**src/rtl/calt_pkg.sv**
```systemverilog
// Shared types, codes and constants for the compacting record table.
package calt_pkg;

    localparam int CAPACITY = 32;
    localparam int REC_W    = 128;

    localparam logic [1:0] OP_APPEND = 2'd0;
    localparam logic [1:0] OP_LIST   = 2'd1;
    localparam logic [1:0] OP_FIND   = 2'd2;
    localparam logic [1:0] OP_REMOVE = 2'd3;

    localparam logic [1:0] ST_OK    = 2'd0;
    localparam logic [1:0] ST_FULL  = 2'd1;
    localparam logic [1:0] ST_MISS  = 2'd2;
    localparam logic [1:0] ST_EMPTY = 2'd3;

    // Result kinds the controller asks the datapath to build
    localparam logic [2:0] EM_REC   = 3'd0;
    localparam logic [2:0] EM_APP   = 3'd1;
    localparam logic [2:0] EM_FULL  = 3'd2;
    localparam logic [2:0] EM_MISS  = 3'd3;
    localparam logic [2:0] EM_EMPTY = 3'd4;

    typedef struct packed {
        logic [1:0]         opcode;
        logic signed [31:0] key;
        logic [63:0]        name_tag;
        logic [31:0]        price_cents;
    } t_in_item;

    typedef struct packed {
        logic [1:0]         status;
        logic signed [31:0] out_key;
        logic [63:0]        out_name_tag;
        logic [31:0]        out_price_cents;
        logic [5:0]         entry_index;
        logic               last;
    } t_out_item;

    typedef struct packed {
        logic signed [31:0] key;
        logic [63:0]        name_tag;
        logic [31:0]        price_cents;
    } t_rec;

    typedef struct packed {
        logic       load_in;
        logic       idx_clr;
        logic       idx_inc;
        logic       rd_en;
        logic       rd_next;
        logic       wr_append;
        logic       wr_shift;
        logic       cnt_inc;
        logic       cnt_dec;
        logic       emit;
        logic [2:0] emit_kind;
        logic       emit_last;
    } t_cmd;

    typedef struct packed {
        logic [1:0] in_op;
        logic [1:0] op;
        logic       full;
        logic       empty;
        logic       idx_end;
        logic       idx_last;
        logic       key_match;
        logic       out_free;
    } t_stat;

endpackage

```
**src/rtl/calt_ram.sv**
```systemverilog
// Generic single-write, single-read RAM with registered read data.
module calt_ram #(
    parameter int WIDTH = 8,
    parameter int DEPTH = 16,
    localparam int AW   = (DEPTH > 1) ? $clog2(DEPTH) : 1
) (
    input  logic             i_clk,
    input  logic             i_we,
    input  logic [AW-1:0]    i_waddr,
    input  logic [WIDTH-1:0] i_wdata,
    input  logic             i_re,
    input  logic [AW-1:0]    i_raddr,
    output logic [WIDTH-1:0] o_rdata
);

    logic [WIDTH-1:0] r_mem [DEPTH];
    logic [WIDTH-1:0] r_rdata;

    always_ff @(posedge i_clk) begin
        if (i_we) begin
            r_mem[i_waddr] <= i_wdata;
        end
        if (i_re) begin
            r_rdata <= r_mem[i_raddr];
        end
    end

    assign o_rdata = r_rdata;

endmodule

```
**src/rtl/calt_dp.sv**
```systemverilog
// Datapath: input latch, record RAM, entry count, walk index and result register.
module calt_dp #(
    parameter int CAPACITY = calt_pkg::CAPACITY
) (
    input  logic                i_clk,
    input  logic                i_rst_n,
    input  calt_pkg::t_in_item  i_in_item,
    input  logic                i_out_ready,
    output logic                o_out_valid,
    output calt_pkg::t_out_item o_out_item,
    input  calt_pkg::t_cmd      i_cmd,
    output calt_pkg::t_stat     o_stat
);

    localparam int CNT_W  = $clog2(CAPACITY + 1);
    localparam int ADDR_W = (CAPACITY > 1) ? $clog2(CAPACITY) : 1;

    calt_pkg::t_in_item  r_in;
    calt_pkg::t_out_item r_out, n_out;
    logic                r_out_valid;
    logic [CNT_W-1:0]    r_count;
    logic [CNT_W-1:0]    r_idx;
    logic [CNT_W-1:0]    idx_plus1;
    calt_pkg::t_rec      rd_rec;
    calt_pkg::t_rec      in_rec;
    logic [calt_pkg::REC_W-1:0] ram_rdata;
    logic [calt_pkg::REC_W-1:0] ram_wdata;
    logic [ADDR_W-1:0]   ram_waddr;
    logic [ADDR_W-1:0]   ram_raddr;

    assign idx_plus1 = r_idx + CNT_W'(1);
    assign rd_rec    = calt_pkg::t_rec'(ram_rdata);
    assign in_rec    = '{key: r_in.key, name_tag: r_in.name_tag,
                         price_cents: r_in.price_cents};

    // Append writes at the tail, the shift writes the read-ahead record one place down
    assign ram_waddr = i_cmd.wr_append ? r_count[ADDR_W-1:0] : r_idx[ADDR_W-1:0];
    assign ram_wdata = i_cmd.wr_append ? in_rec : ram_rdata;
    assign ram_raddr = i_cmd.rd_next ? idx_plus1[ADDR_W-1:0] : r_idx[ADDR_W-1:0];

    calt_ram #(
        .WIDTH (calt_pkg::REC_W),
        .DEPTH (CAPACITY)
    ) u_ram (
        .i_clk   (i_clk),
        .i_we    (i_cmd.wr_append | i_cmd.wr_shift),
        .i_waddr (ram_waddr),
        .i_wdata (ram_wdata),
        .i_re    (i_cmd.rd_en),
        .i_raddr (ram_raddr),
        .o_rdata (ram_rdata)
    );

    always_ff @(posedge i_clk) begin
        if (i_cmd.load_in) begin
            r_in <= i_in_item;
        end
    end

    always_ff @(posedge i_clk) begin
        if (!i_rst_n) begin
            r_count <= '0;
        end else if (i_cmd.cnt_inc) begin
            r_count <= r_count + CNT_W'(1);
        end else if (i_cmd.cnt_dec) begin
            r_count <= r_count - CNT_W'(1);
        end
    end

    always_ff @(posedge i_clk) begin
        if (!i_rst_n) begin
            r_idx <= '0;
        end else if (i_cmd.idx_clr) begin
            r_idx <= '0;
        end else if (i_cmd.idx_inc) begin
            r_idx <= idx_plus1;
        end
    end

    always_comb begin
        n_out = '0;
        unique case (i_cmd.emit_kind)
            calt_pkg::EM_REC: begin
                n_out.status          = calt_pkg::ST_OK;
                n_out.out_key         = rd_rec.key;
                n_out.out_name_tag    = rd_rec.name_tag;
                n_out.out_price_cents = rd_rec.price_cents;
                n_out.entry_index     = 6'(r_idx);
            end
            calt_pkg::EM_APP: begin
                n_out.status          = calt_pkg::ST_OK;
                n_out.out_key         = r_in.key;
                n_out.out_name_tag    = r_in.name_tag;
                n_out.out_price_cents = r_in.price_cents;
                n_out.entry_index     = 6'(r_count);
            end
            calt_pkg::EM_FULL: begin
                n_out.status  = calt_pkg::ST_FULL;
                n_out.out_key = r_in.key;
            end
            calt_pkg::EM_MISS: begin
                n_out.status  = calt_pkg::ST_MISS;
                n_out.out_key = r_in.key;
            end
            calt_pkg::EM_EMPTY: begin
                n_out.status = calt_pkg::ST_EMPTY;
            end
            default: begin
                n_out.status = calt_pkg::ST_OK;
            end
        endcase
        n_out.last = i_cmd.emit_last;
    end

    always_ff @(posedge i_clk) begin
        if (!i_rst_n) begin
            r_out_valid <= 1'b0;
        end else if (i_cmd.emit) begin
            r_out_valid <= 1'b1;
        end else if (i_out_ready) begin
            r_out_valid <= 1'b0;
        end
    end

    always_ff @(posedge i_clk) begin
        if (i_cmd.emit) begin
            r_out <= n_out;
        end
    end

    assign o_out_valid = r_out_valid;
    assign o_out_item  = r_out;

    // Arriving opcode for dispatch in idle, latched one for the rest of the item
    assign o_stat.in_op     = i_in_item.opcode;
    assign o_stat.op        = r_in.opcode;
    assign o_stat.full      = (r_count == CNT_W'(CAPACITY));
    assign o_stat.empty     = (r_count == '0);
    assign o_stat.idx_end   = (r_idx == r_count);
    assign o_stat.idx_last  = (idx_plus1 == r_count);
    assign o_stat.key_match = (rd_rec.key == r_in.key);
    assign o_stat.out_free  = !r_out_valid || i_out_ready;

endmodule

```
**config.mk**
```make
export PLATFORM = sky130hd
export DESIGN_NAME = calt_dp
export DESIGN_NICKNAME = d
export VERILOG_FILES = /design/src/rtl/calt_pkg.sv /design/src/rtl/calt_ram.sv /design/src/rtl/calt_dp.sv
export SDC_FILE = /design/constraint.sdc
export NUM_CORES = 2
export LEC_CHECK = 0
export ABC_AREA = 0
export ABC_CLOCK_PERIOD_IN_PS = 8400
export BUFFER_PORTS_ARGS = -buffer_cell sky130_fd_sc_hd__buf_2
export CORE_MARGIN = 5
export CORE_UTILIZATION = 35
export DETAILED_ROUTE_END_ITERATION = 10
export SYNTH_ARGS = -nofsm -noshare
export SYNTH_HDL_FRONTEND = slang
export SYNTH_HIERARCHICAL = 1
export SYNTH_SLANG_ARGS = --single-unit
```
**constraint.sdc**
```tcl
create_clock -name i_clk -period 8.4 [get_ports i_clk]
set_input_delay 0.84 -clock i_clk [delete_from_list [all_inputs] [get_ports i_clk]]
set_output_delay 0.84 -clock i_clk [all_outputs]
set_load 0.005 [all_outputs]
```
Yosys cells after proc, flatten, opt, wreduce, memory -nomap -nowiden. Memory sizes are Yosys's and may differ from the RTL's. A register that Yosys moved wholly into a read port is not among the register bits. Cells that the tools add are included. Widths: inputs -> output; s select.

Add/sub/neg operators: 3. Equality and inequality tests: 8. Multiplexer cells: 12. Bitwise gates (word level): 2. Reductions and logical operators: 8.

Operators with widths (number): $pmux 102 s2 (1); $mux 128 (1); $pmux 32 s2 (1); $eq 32x32->1 (1); $add 6x1->6 const B (2); $eq 6x6->1 (2); $mux 6 (2); $mux 5 (2); $eq 3x2->1 const B (2); $eq 6x6->1 const B (1); $logic_not 6->1 (1); $pmux 2 s3 (1); $sub 6x1->6 const B (1); $mux 1 (4); $reduce_bool 2->1 (2); $eq 3x1->1 const B (1); $eq 3x3->1 const B (1); $logic_not 3->1 (1); $reduce_or 3->1 (1); $reduce_or 2->1 (1); $logic_not 1->1 (1); $logic_or 1x1->1 (1); $not 1->1 (1); $or 1x1->1 (1).

Register bits after elaboration: 280. RAM bits: 4096. Input bits: 147. Output and inout port bits: 148. Logic and storage cells: 47. Memories kept: 1.

Memories: u_ram.r_mem (words 32, width 128, rd ports 1, clocked after memory_dff 1, wr ports 1, line calt_ram.sv:16) `logic [WIDTH-1:0] r_mem [DEPTH];`.

Longest topological paths before layout.
Depth after elaboration: 3. Depth in mapped cells: 12. Gate-level depth less buffers: 7.

Hierarchy. Netlist, hierarchy kept.

By module, submodules not included: calt_ram (times used 1, cells each 6440, area an instance 156517.6 um^2, seq. area each 126841.7 um^2); calt_dp (times used 1, cells each 751, area an instance 12320.6 um^2, seq. area each 8277.9 um^2).

Worst setup path before layout. No wires, ideal clock.

Path type: input -> register. Start: input port i_cmd[8] (netlist name). End: memory u_ram/r_mem[12][0] (netlist name) (enable). Library setup time: 0.617 ns. Arrival: 7.497 ns. Required time: 7.783 ns. Slack: 0.286 ns. Stages on the path: 6. Buffers on the path: 3. Cell sequence: buf_2 buf_2 mux2_2 or3b_2 clkbuf_1 nor2_1.

Elaborated cells between the ends (all ways): 4. Classes of those cells: mux: 3; bitwise: 1.

RTL lines: start, declared (line calt_dp.sv:11) `input calt_pkg::t_cmd i_cmd,`; $mux 5 (line calt_dp.sv:37) `assign ram_waddr = i_cmd.wr_append ? r_count[ADDR_W-1:0] : r_idx[ADDR_W-1:0];`; net ram_waddr[1] (line calt_dp.sv:28) `logic [ADDR_W-1:0] ram_waddr;`; end, declared (line calt_ram.sv:16).

The timed path passes the listed nets, and every way through them passes these cells.

Final worst setup path.
Start: register r_idx[0]. End: register u_ram.r_rdata[103] (netlist: u_ram/o_rdata[103]) (read register of u_ram.r_mem), data pin.

Longest elaborated chain between the ends: 2.

RTL lines: start, declared (line calt_dp.sv:22) `logic [CNT_W-1:0] r_idx;`; start signal, assigned (line calt_dp.sv:76) `r_idx <= idx_plus1;`; $add 6x1->6 (line calt_dp.sv:31) `assign idx_plus1 = r_idx + CNT_W'(1);`; $mux 5 (line calt_dp.sv:39) `assign ram_raddr = i_cmd.rd_next ? idx_plus1[ADDR_W-1:0] : r_idx[ADDR_W-1:0];`; net ram_raddr[4] (line calt_dp.sv:29) `logic [ADDR_W-1:0] ram_raddr;`; end, declared (line calt_ram.sv:17) `logic [WIDTH-1:0] r_rdata;`.

The timed path passes the listed nets, and every way through them passes these cells. A chain may end at the register's enable or synchronous reset.

==> metrics.cfg <==
[run_status]
outcome=finished clean

[die]
rows=255
die-area_um2=496000
num_io_pins=295
core_area_um2=481000
die_w_um=705
die_h_um=705
start_util_pct=35.1

[timing]
hold_viol_final=0
slew_violations=0
finalCritPeriodShare_pct=53.0
slew_headroom_pct=22.0
tightest_slew_ns=1.17
max_freq_ghz=0.224
rsz0062_at_grt=false
finalCriticalPeriod_ns=4.46
report.final.setup_viol=0
final.setup.tns_ns=0
fin_skew_ns=0.0880

[synth]
synth_edf_count=4491
syn_avg_cell_area_um2=23.5
syn_nets=7344
synthCells=7191
yosysSeqAreaShare_pct=80.0
ys.flop_type=edfxtp_1
ys_warn_count=6
synth_area_um2=169000
ys_seq_elements=4504
synthDistinctLibCells=55
async_flop_share_pct=0

[setup_path]
max_stage_delay_ns=0.73
crit_required_ns=9.13
r2r_cells=10
worst_path_max_delay_cell=nand2_4
endpoint_kind=register
crit_top_cell=buf_4
worstPathCellList=ha_1, nand4_1, xnor2_1, buf_4, nor2b_2, buf_4, nand2_4, buf_4, o22ai_1, nor4_1
cp.arrival_ns=5.19
critPathLaunchType=register
path_max_fanout=33
critPathKind=register to register

[finish]
layout-drive-gt1-share_pct=27.6
fin_area_um2=194000
layout_common_cells=edfxtp_1, mux4_2, clkbuf_16
nets=7978
final_common_cell=edfxtp_1
area_growth_pct=15.2

[power]
leakage_uw=0.0594
power_uw=49200
p_per_area_nw_per_um2=253
vdd_drop_max_uv=190

[worst_hold_path]
hold_path.class=input port to register
whs_path_depth=1

[grt]
overflow=0
grt_pass1_vias=83507
track_usage_pct=18.3
grt_max_degree=130
antenna_found_initial=15
grt_pass1_wl_um=652000

[cts]
htreeDepth=5
root_buffer=clkbuf_16
cts_buffer_depth=4
clk_pin_slew_ns=0.07
numCtsBuffers=448
cts_sinks=4504
insertion_delay_ns=1.00
cts_tree=yes
postCtsSetupBuffers=0

[placed_design]
place_area_um2=179000
dp_hpwl_um=231000
io_buffers=294
gp_congestion=0.749

[detailed_routing]
drt-total-wl_um=467000
drt_iter0_markers=9638
viasPerCell=5.63
wl_per_cell_um=31.9
vias=82384
drc_errors=0
first_pass_iters=5
drtAntennaViolNets=0

[flow_run]
maxCapViolations=0

## metal layers
| metal | vias up | GRT usage, % | share of wire, % |
|---|---|---|---|
| met5 | - | 0 | 0.0028 |
| li1 | 32490 | - | - |
| met1 | 45168 | 24.3 | 39 |
| met4 | 2 | 5.50 | 3.2 |
| met3 | 750 | 2.60 | 7.2 |
| met2 | 3974 | 31.2 | 50 |
## registers in the layout, indices dropped and copies added (netlist names)
signal	flops
u_ram/o_rdata	128
r_idx	6
r_count	6
o_out_valid	1
in_rec	128
o_out_item	137
o_stat	2
u_ram/r_mem	4096
## Yosys cell counts, types with 7 or more instances
library cell	count	area (µm²)
edfxtp_1	4491	135000
mux4_2	956	21500
o22ai_1	444	2780
mux2i_1	137	1370
a22o_1	134	1170
buf_2	134	671
mux2_2	134	1510
nor4_1	119	744
clkbuf_1	118	443
a22oi_1	102	766
buf_4	71	533
nor2_1	48	180
buf_1	44	165
xor2_1	41	359
nand3_1	39	195
buf_6	31	349
nand4_1	24	150
nand2_1	15	56.3
dfxtp_1	13	260
xnor2_1	11	96.3
clkbuf_4	9	67.6
o21ai_0	7	35.0
## layout make-up
cell class / count / area (µm²)
diodes: 7 / 17.5
clock buffers: 530 / 11500
clock inverters: 302 / 3160
fillers: 41565 / 287000
inverters: 2 / 7.51
multi-input cells: 2278 / 31800
flip-flops and latches: 4504 / 135000
well taps: 6425 / 8040
repair buffers: 591 / 4710
## path summary, 6_finish.rpt
| path | end | startpoint | slack (ns) |
|---|---|---|---|
| setup / recovery | u_ram/o_rdata[103] | r_idx[0] | 3.94 |
| hold / removal | in_rec[61] | i_in_item[61] | 0.08 |
| setup reg to reg | u_ram/o_rdata[103] | r_idx[0] | 3.94 |
| hold reg to reg | o_out_valid | o_out_valid | 0.54 |
## logic make-up (layout without fill, tap and decap cells)
group           count (synthesis)  in the layout  synth area share, %
compound gates                705            705                 2.90
xor+xnor                       52             52                0.270
fa+ha+maj                       6              6               0.0489
buf+inv                       409           1425                 1.32
flops                        4504           4504                 80.0
mux                          1227           1227                 14.5
other cells                     0              7                    0
simple gates                  288            288                0.967
## timing repair
action                                  CTS  global route
endpoints found under the hold margin   121             0
gates resized for setup                   0             0
endpoints found under the setup margin    0             0
hold buffers                            121             0
## report_power, final
part	internal, µW	total (µW)	switching [µW]
Clock	11300	20000	8650
Sequential	25900	26200	334
Combinational	1050	3010	1950
Total	38300	49200	10900
## critical path: cells and delay by family, from the launching register on
family	cells	cell delay, ns
AOI/OAI and AO/OA	1	0.18
xor gates and xnor gates	1	0.19
adders and majority gates	1	0.34
buffers and inverters	3	1.19
DFF	1	0.57
and+or+nand+nor	4	1.65
## per-stage QoR
step	setup slack, ns	hold slack, ns	util (%)	cells
2_1_floorplan	0.286	0.513	-	7191
3_3_place_gp	3.56	0.489	37.1	13679
3_5_place_dp	3.50	0.535	37.1	13679
4_1_cts	3.93	0.000975	40.4	14632
5_1_grt	3.80	0.0373	40.4	14633
6_report	3.94	0.0768	40.4	14639
Note: power is estimated with default switching activity, not from simulation.
