File: src/rtl/calt_pkg.sv
// Shared types, codes and constants for the compacting record table.
package calt_pkg;

    localparam int CAPACITY = 32;
    localparam int REC_W    = 128;

    localparam logic [1:0] OP_APPEND = 2'd0;
    localparam logic [1:0] OP_LIST   = 2'd1;
    localparam logic [1:0] OP_FIND   = 2'd2;
    localparam logic [1:0] OP_REMOVE = 2'd3;

    localparam logic [1:0] ST_OK    = 2'd0;
    localparam logic [1:0] ST_FULL  = 2'd1;
    localparam logic [1:0] ST_MISS  = 2'd2;
    localparam logic [1:0] ST_EMPTY = 2'd3;

    // Result kinds the controller asks the datapath to build
    localparam logic [2:0] EM_REC   = 3'd0;
    localparam logic [2:0] EM_APP   = 3'd1;
    localparam logic [2:0] EM_FULL  = 3'd2;
    localparam logic [2:0] EM_MISS  = 3'd3;
    localparam logic [2:0] EM_EMPTY = 3'd4;

    typedef struct packed {
        logic [1:0]         opcode;
        logic signed [31:0] key;
        logic [63:0]        name_tag;
        logic [31:0]        price_cents;
    } t_in_item;

    typedef struct packed {
        logic [1:0]         status;
        logic signed [31:0] out_key;
        logic [63:0]        out_name_tag;
        logic [31:0]        out_price_cents;
        logic [5:0]         entry_index;
        logic               last;
    } t_out_item;

    typedef struct packed {
        logic signed [31:0] key;
        logic [63:0]        name_tag;
        logic [31:0]        price_cents;
    } t_rec;

    typedef struct packed {
        logic       load_in;
        logic       idx_clr;
        logic       idx_inc;
        logic       rd_en;
        logic       rd_next;
        logic       wr_append;
        logic       wr_shift;
        logic       cnt_inc;
        logic       cnt_dec;
        logic       emit;
        logic [2:0] emit_kind;
        logic       emit_last;
    } t_cmd;

    typedef struct packed {
        logic [1:0] in_op;
        logic [1:0] op;
        logic       full;
        logic       empty;
        logic       idx_end;
        logic       idx_last;
        logic       key_match;
        logic       out_free;
    } t_stat;

endpackage

File: src/rtl/calt_ctrl.sv
// Controller: sequences append, list, scan and the compacting shift.
module calt_ctrl (
    input  logic            i_clk,
    input  logic            i_rst_n,
    input  logic            i_in_valid,
    output logic            o_in_ready,
    input  calt_pkg::t_stat i_stat,
    output calt_pkg::t_cmd  o_cmd
);

    localparam logic [3:0] S_IDLE  = 4'd0;
    localparam logic [3:0] S_APP   = 4'd1;
    localparam logic [3:0] S_LIST  = 4'd2;
    localparam logic [3:0] S_LS_EM = 4'd3;
    localparam logic [3:0] S_SCAN  = 4'd4;
    localparam logic [3:0] S_CHECK = 4'd5;
    localparam logic [3:0] S_SH_RD = 4'd6;
    localparam logic [3:0] S_SH_WR = 4'd7;

    logic [3:0] r_state, n_state;

    always_ff @(posedge i_clk) begin
        if (!i_rst_n) begin
            r_state <= S_IDLE;
        end else begin
            r_state <= n_state;
        end
    end

    always_comb begin
        n_state    = r_state;
        o_cmd      = '0;
        o_in_ready = 1'b0;
        unique case (r_state)
            S_IDLE: begin
                o_in_ready = 1'b1;
                if (i_in_valid) begin
                    o_cmd.load_in = 1'b1;
                    o_cmd.idx_clr = 1'b1;
                    unique case (i_stat.in_op)
                        calt_pkg::OP_APPEND: n_state = S_APP;
                        calt_pkg::OP_LIST:   n_state = S_LIST;
                        default:             n_state = S_SCAN;
                    endcase
                end
            end
            S_APP: begin
                if (i_stat.out_free) begin
                    o_cmd.emit      = 1'b1;
                    o_cmd.emit_last = 1'b1;
                    if (i_stat.full) begin
                        o_cmd.emit_kind = calt_pkg::EM_FULL;
                    end else begin
                        o_cmd.emit_kind = calt_pkg::EM_APP;
                        o_cmd.wr_append = 1'b1;
                        o_cmd.cnt_inc   = 1'b1;
                    end
                    n_state = S_IDLE;
                end
            end
            S_LIST: begin
                if (i_stat.empty) begin
                    if (i_stat.out_free) begin
                        o_cmd.emit      = 1'b1;
                        o_cmd.emit_kind = calt_pkg::EM_EMPTY;
                        o_cmd.emit_last = 1'b1;
                        n_state         = S_IDLE;
                    end
                end else begin
                    o_cmd.rd_en = 1'b1;
                    n_state     = S_LS_EM;
                end
            end
            S_LS_EM: begin
                if (i_stat.out_free) begin
                    o_cmd.emit      = 1'b1;
                    o_cmd.emit_kind = calt_pkg::EM_REC;
                    o_cmd.emit_last = i_stat.idx_last;
                    if (i_stat.idx_last) begin
                        n_state = S_IDLE;
                    end else begin
                        o_cmd.idx_inc = 1'b1;
                        n_state       = S_LIST;
                    end
                end
            end
            S_SCAN: begin
                if (i_stat.idx_end) begin
                    if (i_stat.out_free) begin
                        o_cmd.emit      = 1'b1;
                        o_cmd.emit_kind = calt_pkg::EM_MISS;
                        o_cmd.emit_last = 1'b1;
                        n_state         = S_IDLE;
                    end
                end else begin
                    o_cmd.rd_en = 1'b1;
                    n_state     = S_CHECK;
                end
            end
            S_CHECK: begin
                if (i_stat.key_match) begin
                    if (i_stat.out_free) begin
                        o_cmd.emit      = 1'b1;
                        o_cmd.emit_kind = calt_pkg::EM_REC;
                        o_cmd.emit_last = 1'b1;
                        n_state = (i_stat.op == calt_pkg::OP_REMOVE) ? S_SH_RD : S_IDLE;
                    end
                end else begin
                    o_cmd.idx_inc = 1'b1;
                    n_state       = S_SCAN;
                end
            end
            S_SH_RD: begin
                if (i_stat.idx_last) begin
                    o_cmd.cnt_dec = 1'b1;
                    n_state       = S_IDLE;
                end else begin
                    o_cmd.rd_en   = 1'b1;
                    o_cmd.rd_next = 1'b1;
                    n_state       = S_SH_WR;
                end
            end
            S_SH_WR: begin
                o_cmd.wr_shift = 1'b1;
                o_cmd.idx_inc  = 1'b1;
                n_state        = S_SH_RD;
            end
            default: begin
                n_state = S_IDLE;
            end
        endcase
    end

endmodule

File: config.mk
export PLATFORM = sky130hd
export DESIGN_NAME = calt_ctrl
export DESIGN_NICKNAME = d
export VERILOG_FILES = /design/src/rtl/calt_pkg.sv /design/src/rtl/calt_ctrl.sv
export SDC_FILE = /design/constraint.sdc
export NUM_CORES = 1
export LEC_CHECK = 0
export ABC_CLOCK_PERIOD_IN_PS = 1600
export BUFFER_PORTS_ARGS = -buffer_cell sky130_fd_sc_hd__buf_2
export CAP_MARGIN = 40
export CORE_UTILIZATION = 40
export CTS_BUF_LIST = sky130_fd_sc_hd__clkbuf_8
export DETAILED_ROUTE_END_ITERATION = 8
export PLACE_DENSITY_LB_ADDON = 0.3
export SYNTH_ARGS = -nofsm -noshare
export SYNTH_HDL_FRONTEND = slang
export SYNTH_SLANG_ARGS = --single-unit
File: constraint.sdc
create_clock -name i_clk -period 1.6 [get_ports i_clk]
set_input_delay 0.24 -clock i_clk [delete_from_list [all_inputs] [get_ports i_clk]]
set_output_delay 0.24 -clock i_clk [all_outputs]
set_load 0.05 [all_outputs]
== Word-level counts from Yosys, hierarchy flattened ==
Index checks and enable logic that the tools add are counted.

* Input port bits: 13
* Output and inout bits: 15
* Bits in registers: 4

* Muxes and demuxes: 40
* Reductions and logical operators: 3
* Eq/ne operators: 12

{| class="wikitable"
|+ Operator list
! cell !! number
|-
| two-way mux 5 bit || 8
|-
| case mux 4 bit (8 select lines) || 1
|-
| two-way mux 4 bit || 7
|-
| case mux 5 bit (5 select lines) || 1
|-
| equality test 4 x 3 -> 1 bit (second input constant) || 4
|-
| two-way mux 1 bit || 13
|-
| two-way mux 2 bit || 5
|-
| equality test 4 x 2 -> 1 bit (second input constant) || 2
|-
| two-way mux 3 bit || 2
|-
| case mux 1 bit (3 select lines) || 2
|-
| case mux 3 bit (2 select lines) || 1
|-
| equality test 4 x 1 -> 1 bit (second input constant) || 1
|-
| zero test 4 bit || 1
|-
| != test 2 bit (second input constant) || 2
|-
| != test 3 bit (second input constant) || 1
|-
| AND reduction 3 bit || 1
|-
| equality test 2 x 1 -> 1 bit (second input constant) || 1
|-
| equality test 2 bit (second input constant) || 1
|-
| zero test 2 bit || 1
|}

== Logic depth before layout (Yosys ltp) ==
Gate-level depths: netlist of run 1.

* Word-level depth: 5
* Gate-level depth with buffers: 5
* Gate-level depth less buffers: 4

== Worst setup path before layout of run 1 ==
OpenSTA, ideal clock, no wires.

* Kind: register to output
* From: register r_state[0]
* To: output port o_cmd[13] (netlist name)
* Buffers on the path: 1
* Arrival: 2541 ps
* Path slack: -1181 ps
* Data required time: 1360 ps
* Stages on the path, launching flop included: 5
* Path through: dfxtp_1 or2_1 nor3_1 and2_1 buf_4

{| class="wikitable"
|+ RTL lines
! what !! line !! source
|-
| from (decl) || calt_ctrl.sv:20 || <nowiki>logic [3:0] r_state, n_state;</nowiki>
|-
| from (signal assigned) || calt_ctrl.sv:26 || <nowiki>r_state <= n_state;</nowiki>
|-
| to (decl) || calt_ctrl.sv:8 || <nowiki>output calt_pkg::t_cmd o_cmd</nowiki>
|}

==> impl_metrics.toml, run 1 <==
[yosys]
syn_nets = 89
synth_ff_type = "dfxtp_1"
synth_area_sq_um = 547
postSynthAreaPerCell_sq_um = 7.19
yosysSeqAreaShare = 0.146
synth_edf_count = 0
synth_top_area_cell = "dfxtp_1"
syn_inst = 76
ys_warn_count = 0
async_reset_ff_frac = 0
ys_types = 37
synth_top_cell_area_share = 0.146
synth.top_cells.by_area = "dfxtp_1 15%, nand2b_1 5.7%, a2111oi_4 5.0%, nand2_1 4.8%, nor3_1 4.6%"
ys_ff_latch = 4

[timing]
worst_slack_ns = -0.243
fin_skew_ns = 0.00462
period_share = 1.15
finalSetupViolCount = 15
rsz0062_at_grt = "yes"
drv_slew = 0
tns_ns = -1.90
min_period_ns = 1.84
finalHoldViolations = 0
max_freq_mhz = 543

[clocking]
clk_root_buffer_cell = "clkbuf_8"
clock_path_buffers = 2
cts_buffers = 3
clk_pin_slew_ns = 0.04
numClockSinks = 4
cts_hold_buf = 0
clk-insertion-delay-late_ns = 0.23
cts_tree = "built"
ctsHtreeMaxLevel = 1

[detailed_routing]
routed_wl_um = 2850
wl_per_cell_um = 20.6
firstDrtPassIters = 4
detail-route-antenna-nets = 0
viasPerCell = 6.52
drt-initial-drc-count = 71
num_vias = 900
drc_errors = 0

[worst_setup_path]
r2r_cells = 7
worstPathRequired_ns = 1.36
crit_arrival_ns = 1.60
crit_path_start = "r_state[0]"
worstReg2RegEnd = "r_state[2]"
worstPathMaxFanout = 4
worstSetupPathType = "register to output pin"
reg2reg_setup_slack_ns = -0.06
startpoint_type = "register"
critPathCaptureType = "output pin"
reg2reg_from = "r_state[2]"

[run_status]
outcome = "complete, but fails checks"
violations = "negative setup slack"

[place]
place_ws_ns = -0.150
globalplace.congestion = 0.917
dpl.hpwl_um = 1410
portBuffers = 27

[cells_and_area]
largest_reg_flops = 4
fin_nets = 138
final_cell_mix = "23 x buf_4, 12 x buf_2, 11 x buf_6, 5 x nand2_1, 5 x inv_1"
area_growth_pct = 105
drive_gt1_frac = 0.661
fin_util = 0.946
mostFrequentLayoutCell = "buf_4"
num_antenna_cells = 0
top_register = "r_state"
top_regs = "r_state x4"

[min_path]
hp-start = "i_rst_n"
holdPathStages = 2
hold_end = "r_state[0]"
hp-class = "primary input to register"

[floorplanning]
core-area_sq_mm = 0.00119
start_util = 0.461
design.die.area_sq_mm = 0.00152
fp.dieH_um = 39.0
io_pins = 28
die_w_um = 39.0
rows = 12

[power_and_ir_drop]
power_mw = 0.536
power.density_mw_per_mm2 = 478
p_leak_nw = 0.484
vdd.ir_drop.worst_mv = 0.505

[grt]
grt_max_degree = 11
grt_usage = 0.325
antenna_found_initial = 0
grt_first_pass_wirelength_um = 3150
grt.overflow.total = 0
grt_pass1_vias = 724

[job]
max_cap_viol_count = 0
## metal layers
| layer | up-vias | track usage | wire length [um] |
|---|---|---|---|
| li1 | 380 | - | - |
| met1 | 425 | 0.339 | 1030 |
| met2 | 78 | 0.604 | 1410 |
| met3 | 17 | 0.0809 | 295 |
| met4 | 0 | 0.129 | 112 |
| met5 | - | 0 | 0 |
## cells by family after synthesis
| family | share of synthesized area |
|---|---|
| and+or+nand+nor | 0.355 |
| buffers and inverters | 0.140 |
| AOI/OAI and AO/OA | 0.314 |
| muxes | 0.0389 |
| DFF | 0.146 |
| other | 0.00686 |
## Yosys cell counts (2+ instances only)
master    n
nor3_1    5
o21a_1    2
a21oi_1   2
o21ai_0   2
nand3_1   2
nor4_1    3
dfxtp_1   4
nand3b_1  2
buf_4     3
nor2_1    4
nand2b_1  5
o311a_1   2
nand2_1   7
buf_6     2
o21ai_1   3
o31ai_1   2
inv_1     6
## repair_timing
item	in CTS	in global routing
gates resized for setup	29	20
pin swaps	2	6
setup buffers	2	4
endpoints found under the setup margin	15	17
## report_power, final
group | switching, mW | leakage [nW] | internal [mW] | total [mW]
registers | 0.00453 | 0.0345 | 0.103 | 0.107
clock network | 0.0759 | 0.0269 | 0.166 | 0.242
logic | 0.111 | 0.422 | 0.0764 | 0.187
total | 0.191 | 0.484 | 0.345 | 0.536
## area by class of cell
class                           count  area (sq um)
Sequential cell                     4          86.3
Inverter                            7          32.5
Fill cell                          34          63.8
Clock inverter                      1          3.75
Clock buffer                        3          41.3
Timing Repair Buffer               50           417
Tap cell                           14          17.5
Multi-Input combinational cell     59           524
## how the worst max path moves through the flow
| stage | to | cells past startpoint |
|---|---|---|
| finish | o_cmd[0] | 5 |
| global route | o_cmd[0] | 5 |
| global placement | o_cmd[0] | 5 |
| CTS | o_cmd[0] | 5 |
| detailed placement | o_cmd[0] | 5 |
| floorplan | o_cmd[13] | 4 |
## critical path, stage by stage, from the launching register on
cell	delay, ns
dfxtp_2	0.34
nand3b_1	0.21
o21a_1	0.22
o311a_4	0.34
o31ai_4	0.07
buf_6	0.19
## metrics by stage
step / instances / hold WS, ns / area [sq um]
after floorplan: 76 / 0.373 / 643
after CTS: 134 / 0.296 / 1030
after global routing: 138 / 0.329 / 1120
after global placement: 128 / 0.511 / 866
final: 138 / 0.316 / 1120
after detailed placement: 128 / 0.518 / 866
(Power assumes the default switching activity.)
==> run 2, diff against run 1 <==
--- a/config.mk
+++ b/config.mk
@@ -5,7 +5,7 @@
 export SDC_FILE = /design/constraint.sdc
 export NUM_CORES = 1
 export LEC_CHECK = 0
-export ABC_CLOCK_PERIOD_IN_PS = 1600
+export ABC_CLOCK_PERIOD_IN_PS = 1920
 export BUFFER_PORTS_ARGS = -buffer_cell sky130_fd_sc_hd__buf_2
 export CAP_MARGIN = 40
 export CORE_UTILIZATION = 40
==> constraint.sdc (replaced) <==
create_clock -name i_clk -period 1.92 [get_ports i_clk]
set_input_delay 0.288 -clock i_clk [delete_from_list [all_inputs] [get_ports i_clk]]
set_output_delay 0.288 -clock i_clk [all_outputs]
set_load 0.05 [all_outputs]
==> impl_metrics.toml, run 2 (same netlist as run 1, synthesis figures left out) <==
[floorplanning]
rows = 12
core-area_sq_mm = 0.00119
start_util = 0.461
design.die.area_sq_mm = 0.00152
die_w_um = 39.0
fp.dieH_um = 39.0
io_pins = 28

[cells_and_area]
fin_util = 0.700
seq_area_sq_um = 86.3
fin_nets = 123
largest_reg_flops = 4
top_regs = "r_state x4"
mostFrequentLayoutCell = "buf_2"
area_growth_pct = 51.9
num_antenna_cells = 0
top_register = "r_state"
final_cell_mix = "25 x buf_2, 8 x buf_4, 7 x nand2_1, 6 x inv_1"
drive_gt1_frac = 0.491
multi_input_area_sq_um = 452
n_fill_cell = 109
postLayoutCellArea_sq_um = 831

[grt]
grt.overflow.total = 0
grt_pass1_vias = 610
grt_first_pass_wirelength_um = 2610
grt_usage = 0.255
antenna_found_initial = 0
grt_max_degree = 10

[timing]
fin_skew_ns = 0.00373
max_freq_mhz = 528
min_period_ns = 1.89
worst_slack_ns = 0.0269
period_share = 0.986
finalSetupViolCount = 0
finalHoldViolations = 0
drv_slew = 0
fin_worst_hold_slack_ns = 0.352

[detailed_routing]
drc_errors = 0
viasPerCell = 5.69
wl_per_cell_um = 14.6
firstDrtPassIters = 4
num_vias = 694
detail-route-antenna-nets = 0
routed_wl_um = 1780
drt-initial-drc-count = 44

[clocking]
post_cts_buffers = 0
clk-insertion-delay-late_ns = 0.22
cts_tree = "built"
cts_hold_buf = 0
clock_path_buffers = 2
clk_pin_slew_ns = 0.03
cts_buffers = 3
ctsHtreeMaxLevel = 1
numClockSinks = 4
clk_root_buffer_cell = "clkbuf_8"

[min_path]
hold_end = "r_state[0]"
hp-start = "i_rst_n"
hp-class = "primary input to register"
holdPathStages = 2

[place]
dpl.hpwl_um = 1330
placed_area_sq_um = 748
portBuffers = 27
place_ws_ns = 0.0986
globalplace.congestion = 0.934

[worst_setup_path]
crit_path_start = "r_state[1]"
reg2reg_from = "r_state[2]"
startpoint_type = "register"
critPathCaptureType = "output pin"
worstReg2RegEnd = "r_state[1]"
worstPathRequired_ns = 1.63
slowest_stage = "dfxtp_4"
worstPathMaxFanout = 7
crit_arrival_ns = 1.61
r2r_cells = 5
reg2reg_setup_slack_ns = 0.44
cp_cell_sequence = "or2_1 -> or3_4 -> o311a_4 -> o31ai_2 -> buf_6"
crit_path_max_incr_delay_ns = 0.36
worstSetupPathType = "register to output pin"

[job]
max_cap_viol_count = 0

[power_and_ir_drop]
vdd.ir_drop.worst_mv = 0.510
p_leak_nw = 0.385
power.density_mw_per_mm2 = 461
power_mw = 0.383

[run_status]
outcome = "complete, no violations"
## run 2: through the flow
| step | setup TNS, ns | cells |
|---|---|---|
| 2_1_floorplan | -1.10 | 76 |
| 3_3_place_gp | 0 | 119 |
| 3_5_place_dp | 0 | 119 |
| 4_1_cts | 0 | 122 |
| 5_1_grt | -0.0169 | 122 |
| 6_report | 0 | 122 |
## run 2: metal layers
| metal | global-route usage | vias to the layer above | wire length, um |
|---|---|---|---|
| met4 | 0.0776 | 0 | 19 |
| met5 | 0 | - | 0 |
| met2 | 0.417 | 38 | 886 |
| met3 | 0.0405 | 2 | 132 |
| li1 | - | 340 | - |
| met1 | 0.337 | 314 | 738 |
## run 2: cell type report
cell class              instances  area share
multi-input cells              59       0.544
flip-flops and latches          4       0.104
clock buffers                   3      0.0497
well taps                      14      0.0211
repair buffers                 35       0.250
inverters                       7      0.0316
## run 2: worst max path at each step
stage                     to  slack [ns]  depth (start not counted)
floorplan           o_cmd[5]       -0.44                          3
global placement    o_cmd[0]        0.15                          5
detailed placement  o_cmd[0]         0.1                          5
CTS                 o_cmd[0]        0.04                          5
global route        o_cmd[0]       -0.02                          5
finish              o_cmd[0]        0.03                          5
## run 2: power breakdown
group | total [mW] | internal, mW | switching [mW]
combinational | 0.114 | 0.0425 | 0.0711
clock | 0.179 | 0.134 | 0.0457
sequential | 0.0903 | 0.0858 | 0.00456
total | 0.383 | 0.262 | 0.121
## run 2: critical path: cells and delay by family, from the launching register on
| family | cells | cell delay [ns] |
|---|---|---|
| compound gates | 2 | 0.23 |
| buf+inv | 1 | 0.20 |
| flops | 1 | 0.36 |
| simple gates | 2 | 0.59 |
## run 2: timing repair
action                                  in CTS  in global routing
cloned                                       0                  0
resized for setup                            8                  3
pin swaps                                    2                  0
endpoints found under the setup margin       2                  2
